File: src/sv/itrd_pkg.sv
// Shared types and constants for the radix digit writer.
// No dependencies; every other file imports this package.
package itrd_pkg;

  // Alphabet storage: sixteen byte slots in two 64-bit registers
  localparam int SYM_SLOTS = 16;
  localparam int SLOT_W    = 4;
  localparam int SYM_W     = 8;
  localparam int CNT_W     = 5;

  // Configuration port geometry: 64-bit registers at byte address 8*i
  localparam int ADDR_W = 5;
  localparam int DATA_W = 64;

  localparam logic [CNT_W-1:0] COUNT_RESET = 5'd10;

  localparam logic [SYM_W-1:0] CH_PLUS  = 8'h2B;
  localparam logic [SYM_W-1:0] CH_MINUS = 8'h2D;

  // Register index taken from paddr[4:3]
  typedef enum logic [1:0] {
    REG_SYMBOLS_LOW  = 2'd0,
    REG_SYMBOLS_HIGH = 2'd1,
    REG_SYMBOL_COUNT = 2'd2
  } reg_idx_t;

  typedef enum logic [2:0] {
    ST_IDLE,
    ST_CHECK,
    ST_DIVIDE,
    ST_SIGN,
    ST_READ,
    ST_LOAD,
    ST_EMIT
  } state_t;

  // Sequencer commands to the bit-serial divider
  typedef struct packed {
    logic load;
    logic restart;
    logic step;
  } div_ctrl_t;

  // Divider status back to the sequencer
  typedef struct packed {
    logic done;
    logic nonzero;
  } div_stat_t;

endpackage

File: src/sv/integer_to_radix_digits_top.sv
// Top level of the radix digit writer: stream ports, sequencer, digit
// buffer. Depends on itrd_pkg, itrd_cfg and itrd_div.
//
//   channel  | signals                                   | carries
//   ---------+-------------------------------------------+---------------------------
//   input    | s_tvalid s_tready s_tdata                 | value
//   output   | m_tvalid m_tready m_tdata m_tlast m_tuser | character, last, status
//   config   | psel penable pwrite paddr pwdata prdata   | symbols_low/high, count
//
// Each digit takes a full pass of the bit-serial divider; each digit character
// then goes through buffer read, lookup and present, the sign through its own
// load and present, and every value first through accept and the alphabet check.
// Reset is synchronous and clears the sequencer and configuration registers.
// One value is worked on at a time; a stalled output holds the sequencer.
module integer_to_radix_digits_top
  import itrd_pkg::*;
#(
  parameter int MAX_SYMBOLS = 16,
  parameter int VALUE_BITS  = 32,
  localparam int IN_W = ((VALUE_BITS + 7) / 8) * 8
) (
  input  logic              clk,
  input  logic              rst,
  input  logic              s_tvalid,
  output logic              s_tready,
  input  logic [IN_W-1:0]   s_tdata,   // [VALUE_BITS-1:0] value
  output logic              m_tvalid,
  input  logic              m_tready,
  output logic [7:0]        m_tdata,   // [7:0] character
  output logic              m_tlast,
  output logic              m_tuser,   // [0] status
  input  logic              psel,
  input  logic              penable,
  input  logic              pwrite,
  input  logic [ADDR_W-1:0] paddr,
  input  logic [DATA_W-1:0] pwdata,
  output logic [DATA_W-1:0] prdata,
  output logic              pready
);

  localparam int DIGIT_W = $clog2(MAX_SYMBOLS);
  localparam int REM_W   = DIGIT_W + 1;
  localparam int AW      = $clog2(VALUE_BITS);
  localparam int NDW     = $clog2(VALUE_BITS + 1);

  state_t                state;
  state_t                state_next;
  logic [VALUE_BITS-1:0] val_q;
  logic [VALUE_BITS-1:0] mag_init;
  logic                  neg;
  logic [NDW-1:0]        nd;
  logic [NDW-1:0]        nd_dec;
  logic                  mem_we;
  logic [DIGIT_W-1:0]    digit_mem [VALUE_BITS];
  logic [DIGIT_W-1:0]    rd_data;
  logic [SYM_W-1:0]      symbol;
  logic [REM_W-1:0]      radix;
  logic [REM_W-1:0]      div_rem;
  logic                  alphabet_ok;
  div_ctrl_t             div_ctrl;
  div_stat_t             div_stat;

  assign pready = 1'b1;

  itrd_cfg #(
    .MAX_SYMBOLS(MAX_SYMBOLS)
  ) u_cfg (
    .clk        (clk),
    .rst        (rst),
    .psel       (psel),
    .penable    (penable),
    .pwrite     (pwrite),
    .paddr      (paddr),
    .pwdata     (pwdata),
    .prdata     (prdata),
    .digit      (rd_data),
    .symbol     (symbol),
    .radix      (radix),
    .alphabet_ok(alphabet_ok)
  );

  itrd_div #(
    .VALUE_BITS(VALUE_BITS),
    .REM_W     (REM_W)
  ) u_div (
    .clk       (clk),
    .rst       (rst),
    .ctrl      (div_ctrl),
    .load_value(mag_init),
    .radix     (radix),
    .rem       (div_rem),
    .stat      (div_stat)
  );

  // Magnitude of the latched value; the most negative value maps onto itself
  assign mag_init = val_q[VALUE_BITS-1] ? (~val_q + 1'b1) : val_q;
  assign nd_dec   = nd - 1'b1;

  // Next state
  always_comb begin
    state_next = state;
    case (state)
      ST_IDLE:   if (s_tvalid) state_next = ST_CHECK;
      ST_CHECK:  state_next = alphabet_ok ? ST_DIVIDE : ST_EMIT;
      ST_DIVIDE: begin
        if (div_stat.done && !div_stat.nonzero) begin
          state_next = neg ? ST_SIGN : ST_READ;
        end
      end
      ST_SIGN:   state_next = ST_EMIT;
      ST_READ:   state_next = ST_LOAD;
      ST_LOAD:   state_next = ST_EMIT;
      ST_EMIT: begin
        if (m_tready) state_next = m_tlast ? ST_IDLE : ST_READ;
      end
      default:   state_next = ST_IDLE;
    endcase
  end

  // Sequencer outputs
  always_comb begin
    s_tready = 1'b0;
    m_tvalid = 1'b0;
    mem_we   = 1'b0;
    div_ctrl = '0;
    case (state)
      ST_IDLE:  s_tready = 1'b1;
      ST_CHECK: div_ctrl.load = alphabet_ok;
      ST_DIVIDE: begin
        if (div_stat.done) begin
          mem_we           = 1'b1;
          div_ctrl.restart = div_stat.nonzero;
        end else begin
          div_ctrl.step = 1'b1;
        end
      end
      ST_EMIT:  m_tvalid = 1'b1;
      default: ;
    endcase
  end

  always_ff @(posedge clk) begin
    if (rst) begin
      state <= ST_IDLE;
    end else begin
      state <= state_next;
    end
  end

  // Digit count: grow while dividing, shrink while reading back
  always_ff @(posedge clk) begin
    if (rst) begin
      nd <= '0;
    end else begin
      case (state)
        ST_CHECK:  nd <= '0;
        ST_DIVIDE: if (div_stat.done) nd <= nd + 1'b1;
        ST_READ:   nd <= nd_dec;
        default: ;
      endcase
    end
  end

  // Latch the input transaction and its sign
  always_ff @(posedge clk) begin
    if (s_tvalid && s_tready) begin
      val_q <= s_tdata[VALUE_BITS-1:0];
    end
    if (state == ST_CHECK) begin
      neg <= val_q[VALUE_BITS-1];
    end
  end

  // Digit buffer, least significant digit at address 0
  always_ff @(posedge clk) begin
    if (mem_we) begin
      digit_mem[nd[AW-1:0]] <= div_rem[DIGIT_W-1:0];
    end
    rd_data <= digit_mem[nd_dec[AW-1:0]];
  end

  // Output register
  always_ff @(posedge clk) begin
    case (state)
      ST_CHECK: begin
        if (!alphabet_ok) begin
          m_tdata <= '0;
          m_tlast <= 1'b1;
          m_tuser <= 1'b1;
        end
      end
      ST_SIGN: begin
        m_tdata <= CH_MINUS;
        m_tlast <= 1'b0;
        m_tuser <= 1'b0;
      end
      ST_LOAD: begin
        m_tdata <= symbol;
        m_tlast <= (nd == '0);
        m_tuser <= 1'b0;
      end
      default: ;
    endcase
  end

  // Invalid-alphabet results are a lone zero character
  a_invalid_form: assert property (@(posedge clk) disable iff (rst)
    m_tvalid && m_tuser |-> m_tdata == '0 && m_tlast)
    else $error("invalid status without zero character and last");

  // Input and output never both active
  a_one_at_a_time: assert property (@(posedge clk) disable iff (rst)
    !(s_tready && m_tvalid))
    else $error("input taken while a result is shown");

  // Digit count bounded by the value width
  a_digit_bound: assert property (@(posedge clk) disable iff (rst)
    nd <= NDW'(VALUE_BITS))
    else $error("digit buffer overrun");

  // An accepted transaction always goes to the alphabet check
  a_accept_check: assert property (@(posedge clk) disable iff (rst)
    s_tvalid && s_tready |=> state == ST_CHECK)
    else $error("accepted value skipped the alphabet check");

endmodule

File: src/sv/itrd_cfg.sv
// Configuration registers with APB-style access, alphabet validity check
// and digit-to-symbol lookup. Depends on itrd_pkg.
module itrd_cfg
  import itrd_pkg::*;
#(
  parameter int MAX_SYMBOLS = 16,
  localparam int DIGIT_W = $clog2(MAX_SYMBOLS),
  localparam int REM_W   = DIGIT_W + 1
) (
  input  logic               clk,
  input  logic               rst,
  input  logic               psel,
  input  logic               penable,
  input  logic               pwrite,
  input  logic [ADDR_W-1:0]  paddr,
  input  logic [DATA_W-1:0]  pwdata,
  output logic [DATA_W-1:0]  prdata,
  input  logic [DIGIT_W-1:0] digit,
  output logic [SYM_W-1:0]   symbol,
  output logic [REM_W-1:0]   radix,
  output logic               alphabet_ok
);

  logic [DATA_W-1:0] symbols_low;
  logic [DATA_W-1:0] symbols_high;
  logic [CNT_W-1:0]  symbol_count;
  logic [SYM_SLOTS-1:0][SYM_W-1:0] syms;
  logic              wr_en;
  logic [1:0]        reg_idx;
  logic              bad;

  assign wr_en   = psel & penable & pwrite;
  assign reg_idx = paddr[ADDR_W-1:3];
  assign syms    = {symbols_high, symbols_low};

  // Register writes; an index past the list is dropped
  always_ff @(posedge clk) begin
    if (rst) begin
      symbols_low  <= '0;
      symbols_high <= '0;
      symbol_count <= COUNT_RESET;
    end else if (wr_en) begin
      case (reg_idx)
        REG_SYMBOLS_LOW:  symbols_low  <= pwdata;
        REG_SYMBOLS_HIGH: symbols_high <= pwdata;
        REG_SYMBOL_COUNT: symbol_count <= pwdata[CNT_W-1:0];
        default: ;
      endcase
    end
  end

  // Register reads
  always_comb begin
    case (reg_idx)
      REG_SYMBOLS_LOW:  prdata = symbols_low;
      REG_SYMBOLS_HIGH: prdata = symbols_high;
      REG_SYMBOL_COUNT: prdata = {{(DATA_W-CNT_W){1'b0}}, symbol_count};
      default:          prdata = '0;
    endcase
  end

  // Flag a short or oversized alphabet, a sign symbol, or a repeated symbol
  always_comb begin
    bad = (symbol_count < CNT_W'(2)) || (symbol_count > CNT_W'(MAX_SYMBOLS));
    for (int i = 0; i < SYM_SLOTS; i++) begin
      if (CNT_W'(i) < symbol_count) begin
        if (syms[i] == CH_PLUS || syms[i] == CH_MINUS) begin
          bad = 1'b1;
        end
        for (int j = 0; j < i; j++) begin
          if (syms[j] == syms[i]) begin
            bad = 1'b1;
          end
        end
      end
    end
  end

  // Hold the check result in a register to keep it off the datapath
  always_ff @(posedge clk) begin
    if (rst) begin
      alphabet_ok <= 1'b0;
    end else begin
      alphabet_ok <= !bad;
    end
  end

  assign radix  = symbol_count[REM_W-1:0];
  assign symbol = syms[SLOT_W'(digit)];

endmodule

File: src/sv/itrd_div.sv
// Bit-serial restoring divider: one quotient bit per cycle while step is
// asserted, quotient kept in place of the dividend, remainder ready after
// VALUE_BITS steps. Depends on itrd_pkg.
module itrd_div
  import itrd_pkg::*;
#(
  parameter int VALUE_BITS = 32,
  parameter int REM_W      = 5
) (
  input  logic                  clk,
  input  logic                  rst,
  input  div_ctrl_t             ctrl,
  input  logic [VALUE_BITS-1:0] load_value,
  input  logic [REM_W-1:0]      radix,
  output logic [REM_W-1:0]      rem,
  output div_stat_t             stat
);

  localparam int CNT_BITS = $clog2(VALUE_BITS + 1);

  logic [VALUE_BITS-1:0] mag;
  logic [CNT_BITS-1:0]   cnt;
  logic                  nz;
  logic [REM_W:0]        r2;
  logic [REM_W:0]        r2_sub;
  logic                  ge;
  logic [REM_W-1:0]      rem_next;

  // Shift in the next dividend bit and try one subtract
  always_comb begin
    r2       = {rem, mag[VALUE_BITS-1]};
    ge       = r2 >= {1'b0, radix};
    r2_sub   = r2 - {1'b0, radix};
    rem_next = ge ? r2_sub[REM_W-1:0] : r2[REM_W-1:0];
  end

  // Step counter and nonzero-quotient flag
  always_ff @(posedge clk) begin
    if (rst) begin
      cnt <= '0;
      nz  <= 1'b0;
    end else if (ctrl.load || ctrl.restart) begin
      cnt <= '0;
      nz  <= 1'b0;
    end else if (ctrl.step) begin
      cnt <= cnt + 1'b1;
      nz  <= nz | ge;
    end
  end

  // Dividend/quotient shift register and partial remainder
  always_ff @(posedge clk) begin
    if (ctrl.load) begin
      mag <= load_value;
      rem <= '0;
    end else if (ctrl.restart) begin
      rem <= '0;
    end else if (ctrl.step) begin
      mag <= {mag[VALUE_BITS-2:0], ge};
      rem <= rem_next;
    end
  end

  assign stat.done    = (cnt == CNT_BITS'(VALUE_BITS));
  assign stat.nonzero = nz;

endmodule

File: config.mk
export PLATFORM = sky130hd
export DESIGN_NAME = integer_to_radix_digits_top
export DESIGN_NICKNAME = d
export VERILOG_FILES = /design/src/sv/itrd_pkg.sv /design/src/sv/integer_to_radix_digits_top.sv /design/src/sv/itrd_cfg.sv /design/src/sv/itrd_div.sv
export SDC_FILE = /design/constraint.sdc
export NUM_CORES = 1
export LEC_CHECK = 0
export ABC_AREA = 1
export BUFFER_PORTS_ARGS = -buffer_cell sky130_fd_sc_hd__buf_2
export CELL_PAD_IN_SITES_DETAIL_PLACEMENT = 0
export CELL_PAD_IN_SITES_GLOBAL_PLACEMENT = 1
export CORE_ASPECT_RATIO = 0.75
export CORE_UTILIZATION = 32
export CTS_BUF_LIST = sky130_fd_sc_hd__clkbuf_4
export CTS_CLUSTER_SIZE = 25
export DETAILED_ROUTE_END_ITERATION = 16
export GPL_TIMING_DRIVEN = 0
export HOLD_SLACK_MARGIN = 0.1
export PLACE_DENSITY_LB_ADDON = 0.1
export SETUP_SLACK_MARGIN = 0.5
export SLEW_MARGIN = 20
export SYNTH_ARGS = -nofsm -noshare
export SYNTH_HDL_FRONTEND = slang
export SYNTH_HIERARCHICAL = 1
export SYNTH_SLANG_ARGS = --single-unit
File: constraint.sdc
create_clock -name clk -period 12.43 [get_ports clk]
set_clock_uncertainty 0.1 [all_clocks]
set_input_delay 2.486 -clock clk [delete_from_list [all_inputs] [get_ports clk]]
set_output_delay 2.486 -clock clk [all_outputs]
set_load 0.01 [all_outputs]
Yosys cells after proc, flatten, opt, wreduce, memory -nomap -nowiden --
Memories as Yosys holds them, arrays and structs flattened. A register that Yosys moved wholly into a read port is not among the register bits. Cells that the tools add are included.
Storage, ports and cells: memory bits (writable) 128, output and inout port bits 77, register bits after elaboration 230, word-level logic and storage cells 436, input bits 108, memories 1
Operators by class: $add $sub $neg 5, muxes and demuxes 184, $lt $le $gt $ge 20, equality and inequality tests 167, bitwise logic cells 4, reduce and logical (&&, ||, !) cells 40
Memories:
- digit_mem | words 32, width 4, read ports 1, clocked after Yosys merged registers in 1, wr ports 1, line integer_to_radix_digits_top.sv:54 | logic [DIGIT_W-1:0] digit_mem [VALUE_BITS];
Operators with widths (count):
- $eq A8 B8 Y1 | 120
- $eq A8 B6 Y1 const B | 32
- $pmux W64 S3 | 1
- $mux W1 | 162
- $mux W32 | 4
- $lt A4 B5 Y1 const A | 8
- $add A32 B1 Y32 const B | 1
- $bmux W8 S4 | 1
- $not A32 Y32 | 1
- $pmux W8 S3 | 1
- $lt A3 B5 Y1 const A | 4
- $logic_or A1 B1 Y1 | 18
- $mux W3 | 6
- $pmux W3 S6 | 1
- $pmux W6 S3 | 1
- $mux W8 | 2
- $reduce_and A2 Y1 | 7
- $add A6 B1 Y6 const B | 2
- $lt A1 B5 Y1 const A | 2
- $lt A2 B5 Y1 const A | 2
- $ne A2 B2 Y1 const B | 5
- $eq A3 B3 Y1 const B | 3
- $eq A3 B2 Y1 const B | 2
- $eq A6 B6 Y1 const B | 1
- other kinds (26) | 33

Depth between registers and ports, before layout --
depth after elaboration 155, depth in mapped cells 17, depth with buffers taken out 15

Modules after synthesis --
The synthesis kept the hierarchy.
Modules (own cells, without submodules):
- itrd_cfg | area each 22315.2 µm², sequential area each 2682.6 µm², times used 1, cells each 3924
- integer_to_radix_digits_top | area each 8886.0 µm², sequential area each 5395.2 µm², times used 1, cells each 966
- itrd_div | area each 2197.1 µm², sequential area each 1201.2 µm², times used 1, cells each 253

Worst setup path before layout --
OpenSTA, ideal clock, no wires.
kind input -> output, from input paddr[3], to output prdata[10], arrival time 3440 ps, data required time 9844 ps, buffers on the path 2, path slack 6404 ps, stages on the path 6, cells stage by stage inv_1 > nor2_4 > inv_1 > clkbuf_1 > buf_1 > o22ai_1
On the way: longest elaborated chain between the ends 2, elaborated cells between the ends (all ways) 4, classes of those cells 2 x eq/ne; 1 x mux; 1 x reduce/logical
Ends and longest elaborated chain:
- from (decl) | line integer_to_radix_digits_top.sv:35 | input logic [ADDR_W-1:0] paddr,
- $eq A2 B2 Y1 (tied with other cells) | line itrd_cfg.sv:54 | case (reg_idx)
- $pmux W64 S3 * | line itrd_cfg.sv:54
- to (decl) | line integer_to_radix_digits_top.sv:37 | output logic [DATA_W-1:0] prdata,
Every way passes the cells marked *; elsewhere a longest branch is shown, timed or not.

Final worst setup path --
from input paddr[3], to output prdata[46]
Same word-level chain as after synthesis.

==> metrics.md <==
| Metric | Value |
|---|---|
| Most frequent cells after synthesis | `sky130_fd_sc_hd__nand2_1, sky130_fd_sc_hd__nor2_1, sky130_fd_sc_hd__xnor2_1, sky130_fd_sc_hd__o21ai_0, sky130_fd_sc_hd__nand4_1` |
| Clock insertion delay at the later pin of the skew report | `around 1.1 ns` |
| Maximum VDD drop | `roughly 88 uV` |
| Element type at the critical path start | `input port` |
| Die Footprint | `roughly 0.11 mm2` |
| Register Area | `0.00928 mm2` |
| Register-to-Register Path Depth | `14` |
| Async SR Flop Fraction | `0%` |
| Worst hold start | `u_div/mag[26]$_DFFE_PP_` |
| Initial Util | `32.3%` |
| Sum of buffers and inverters on the critical path | `6` |
| YS warnings | `6` |
| Slowest library cell on the worst path | `sky130_fd_sc_hd__buf_1` |
| Tightest Pin Transition | `approximately 1.3 ns` |
| Portion of the post-synthesis area used by sequential elements | `27.8%` |
| Antenna violations before repair | `13` |
| 1st-pass router iterations | `8` |
| Critical Path, Cell by Cell | `buf_2 > inv_1 > nor2_4 > inv_1 > clkbuf_1 > buf_1 > o22ai_1 > buf_2` |
| Clock slew at the register clock pins of the worst setup and hold paths | `~0.07 ns` |
| Slew Limit Headroom | `about an eighth` |
| Largest net degree at the start of global routing | `33` |
| TritonCTS clock tree | `yes` |
| Library cell with the largest summed area after synthesis | `sky130_fd_sc_hd__nand2_1` |
| Fin crit share | `around two thirds` |
| Total number of vias | `between 30,000 and 40,000` |
| Area of the multi-input gates | `0.0193 mm2` |
| Row Count | `roughly 100` |
| Final HPWL from detailed placement | `174 mm` |
| Clock Sink Count | `~360` |
| RSZ-0062 raised after global routing | `false` |
| Number of flops mapped to enable cells by yosys | `just over 200` |
| Routed wire length per instance | `around 33 um` |
| Post-synthesis instance total | `roughly 5,100` |
| Final min period | `~8.1 ns` |
| Inserted Clock Buffers | `98` |
| Hold EP | `u_div/mag[27]$_DFFE_PP_` |
| Number of buffers inserted by hold repair at cts | `0` |
| Worst hold path cell count | `2` |
| Final net count | `approximately 5,600` |
| Placed Area | `0.0362 mm2` |
| Number of distinct library cells after synthesis | `61` |
| Post-route DRC violation count | `0` |
| Worst reg2reg startpoint | `u_cfg/symbols_low[39]$_SDFFE_PP0P_` |
| Area growth from synthesis to final layout | `12.7%` |
| Fillers | `between 10,000 and 15,000` |
| Static leakage power | `approximately 17 nW` |
| Critical path peak fanout | `10` |
| Worst path arrival time | `~5.5 ns` |
| Worst path depth | `8` |
| Total count of hold-check failures in the final report | `0` |
| Max-Cap Viols | `0` |
| Worst Setup Path Type | `in2out` |
| Chip Width | `375 um` |
| Capturing point of the worst reg2reg path | `u_cfg/alphabet_ok$_SDFF_PP0_` |
| Synth area leaders | `sky130_fd_sc_hd__nand2_1, sky130_fd_sc_hd__edfxtp_1, sky130_fd_sc_hd__dfxtp_1` |
| Via density | `between 5 and 6` |
| Root buffer cell | `sky130_fd_sc_hd__clkbuf_4` |
| Power Density | `about 130 mW/mm2` |
| Highest cell delay on the worst timing path | `between 1 and 1.5 ns` |
| Total wire length | `roughly 230 mm` |
| Remaining number of nets flagged by the antenna check after routing | `0` |
| Leftover overflow at the end of global routing | `0` |
| Finished Cell Area | `0.0376 mm2` |
| Share of the core filled with cells | `between 30% and 40%` |
| Layout cell share with drive strength beyond 1 | `16.1%` |
| Reg2Reg Setup Slack | `~9.1 ns` |
| Maximum level of the CTS H-tree | `3` |
| Synthesized net count | `between 5,000 and 6,000` |
| Most numerous cell in the Yosys netlist | `sky130_fd_sc_hd__nand2_1` |
| Top flip-flop cell by instance count after synthesis | `sky130_fd_sc_hd__edfxtp_1` |
| Count of state elements after synthesis | `362` |
| # IOs | `about 190` |
| Deepest clock path buffer count | `3` |
| Setup Viol. Count Final | `0` |
| Min-delay worst type | `reg2reg` |
| Worst Setup Slack, final | `about 4.4 ns` |
| Tot GR Track Use | `between 40% and 50%` |
| CP Capture Type | `output port` |
| Largest delay contributor family on the critical path | `buffers and inverters` |
| Setup bufs post-CTS | `0` |
| Port Buf Inserts | `180` |
| Worst setup timing slack at the placement stage | `about 4.8 ns` |
| Final estimated routing congestion in global placement | `roughly 1.0` |
| First-pass GRT wire length | `between 300 and 400 mm` |
| Synth top area share | `a little under a quarter` |
| Worst endpoint required time | `between 9 and 10 ns` |
| Iter 0 DRT Violations | `approximately 6,300` |
| Post-Syn Area per Cell | `roughly 6.5 um2` |
| Total Neg Setup Slack | `0 ns` |
| Area of the placeable core | `a little over 0.1 mm2` |
| Number of global-route vias before repair | `~34,000` |
| Height of the die | `roughly 280 um` |
| Status | `completed` |
| Post-synthesis cell area | `0.0334 mm2` |
| Max-slew violation count | `0` |
| Achievable Freq | `roughly 120 MHz` |
| Post-cts resize count | `0` |
-- power breakdown --
group          leakage, nW  switching (W)  internal [W]  total (W)
Combinational         12.8        0.00158      0.000576    0.00215
Clock                0.823       0.000631      0.000611    0.00124
Sequential            3.13      0.0000866       0.00145    0.00154
Total                 16.7        0.00229       0.00264    0.00493
-- stage by stage --
| step | power (W) | cells | hold slack, ns |
|---|---|---|---|
| detailed placement | 0.00361 | 6684 | 0.366 |
| finish | 0.00493 | 6885 | 0.303 |
| global route | 0.00514 | 6877 | 0.394 |
| floorplan | 0.00270 | 5143 | 0.338 |
| global placement | 0.00358 | 6675 | 0.353 |
| CTS | 0.00487 | 6870 | 0.322 |
-- worst reg2reg max path, delay by kind of cell, from the launching register on --
| kind | cells | cell delay, ns |
|---|---|---|
| DFF | 1 | 0.31 |
| buffers and inverters | 2 | 0.92 |
| and+or+nand+nor | 12 | 1.74 |
-- cell usage in the layout, fill, tap and decap left out, types with 10 or more instances in the layout --
cell and count:
sky130_fd_sc_hd__a21oi_1 231, sky130_fd_sc_hd__buf_12 10, sky130_fd_sc_hd__buf_2 231, sky130_fd_sc_hd__buf_4 177, sky130_fd_sc_hd__buf_6 139, sky130_fd_sc_hd__buf_8 10
sky130_fd_sc_hd__clkbuf_1 68, sky130_fd_sc_hd__clkbuf_4 155, sky130_fd_sc_hd__clkinv_1 28, sky130_fd_sc_hd__clkinv_2 15, sky130_fd_sc_hd__dfxtp_1 155, sky130_fd_sc_hd__diode_2 15
sky130_fd_sc_hd__edfxtp_1 203, sky130_fd_sc_hd__ha_1 12, sky130_fd_sc_hd__inv_1 176, sky130_fd_sc_hd__inv_2 88, sky130_fd_sc_hd__nand2_1 2062, sky130_fd_sc_hd__nand3_1 164
sky130_fd_sc_hd__nand4_1 232, sky130_fd_sc_hd__nor2_1 508, sky130_fd_sc_hd__nor3_1 21, sky130_fd_sc_hd__o21ai_0 232, sky130_fd_sc_hd__o221ai_1 20, sky130_fd_sc_hd__o22ai_1 56
sky130_fd_sc_hd__xnor2_1 330, sky130_fd_sc_hd__xor2_1 92
-- worst max path at each step --
stage	start	end	slack, ns
after floorplan	paddr[3]	prdata[10]	6.40
after global placement	paddr[3]	prdata[46]	4.76
after detailed placement	paddr[3]	prdata[46]	4.77
after CTS	paddr[3]	prdata[46]	4.76
after global routing	paddr[3]	prdata[46]	4.54
final	paddr[3]	prdata[46]	4.38
-- routing by layer --
| layer | GRT usage [%] | wire length (um) |
|---|---|---|
| met1 | 61.9 | 104000 |
| met2 | 52.8 | 81100 |
| met3 | 18.4 | 34600 |
| met4 | 11.3 | 6660 |
| met5 | 0 | 50 |
-- area by class of cell --
type                       instances  area share (%)
buffer                           463            9.85
timing repair buffer             189            2.82
tap                             1352            4.50
sequential                       362            24.7
multi-input combinational       4025            51.3
clock buffer                     153            3.05
antenna                           15          0.0998
clock inverter                    33           0.622
inverter                         293            3.05
-- registers in the layout, summed over array words and instances, names as in the netlist, 5 cells and up --
signal	flops
digit_mem	128
u_cfg/symbols_high	64
u_cfg/symbols_low	64
u_div/mag	32
val_q	32
m_tdata	8
nd	6
u_div/cnt	6
u_cfg/radix	5
u_div/rem	5
-- logic make-up (layout without fill, tap and decap cells) --
group	Yosys count	after routing	synth area share, %
other	1	16	0.0112
xor gates and xnor gates	426	426	11.3
buffers and inverters	756	1131	14.5
AOI/OAI and AO/OA	563	563	9.00
and+or+nand+nor	3022	3022	36.9
DFF	362	362	27.8
adders and majority gates	13	13	0.509
Note: power is estimated with default switching activity, not from simulation.
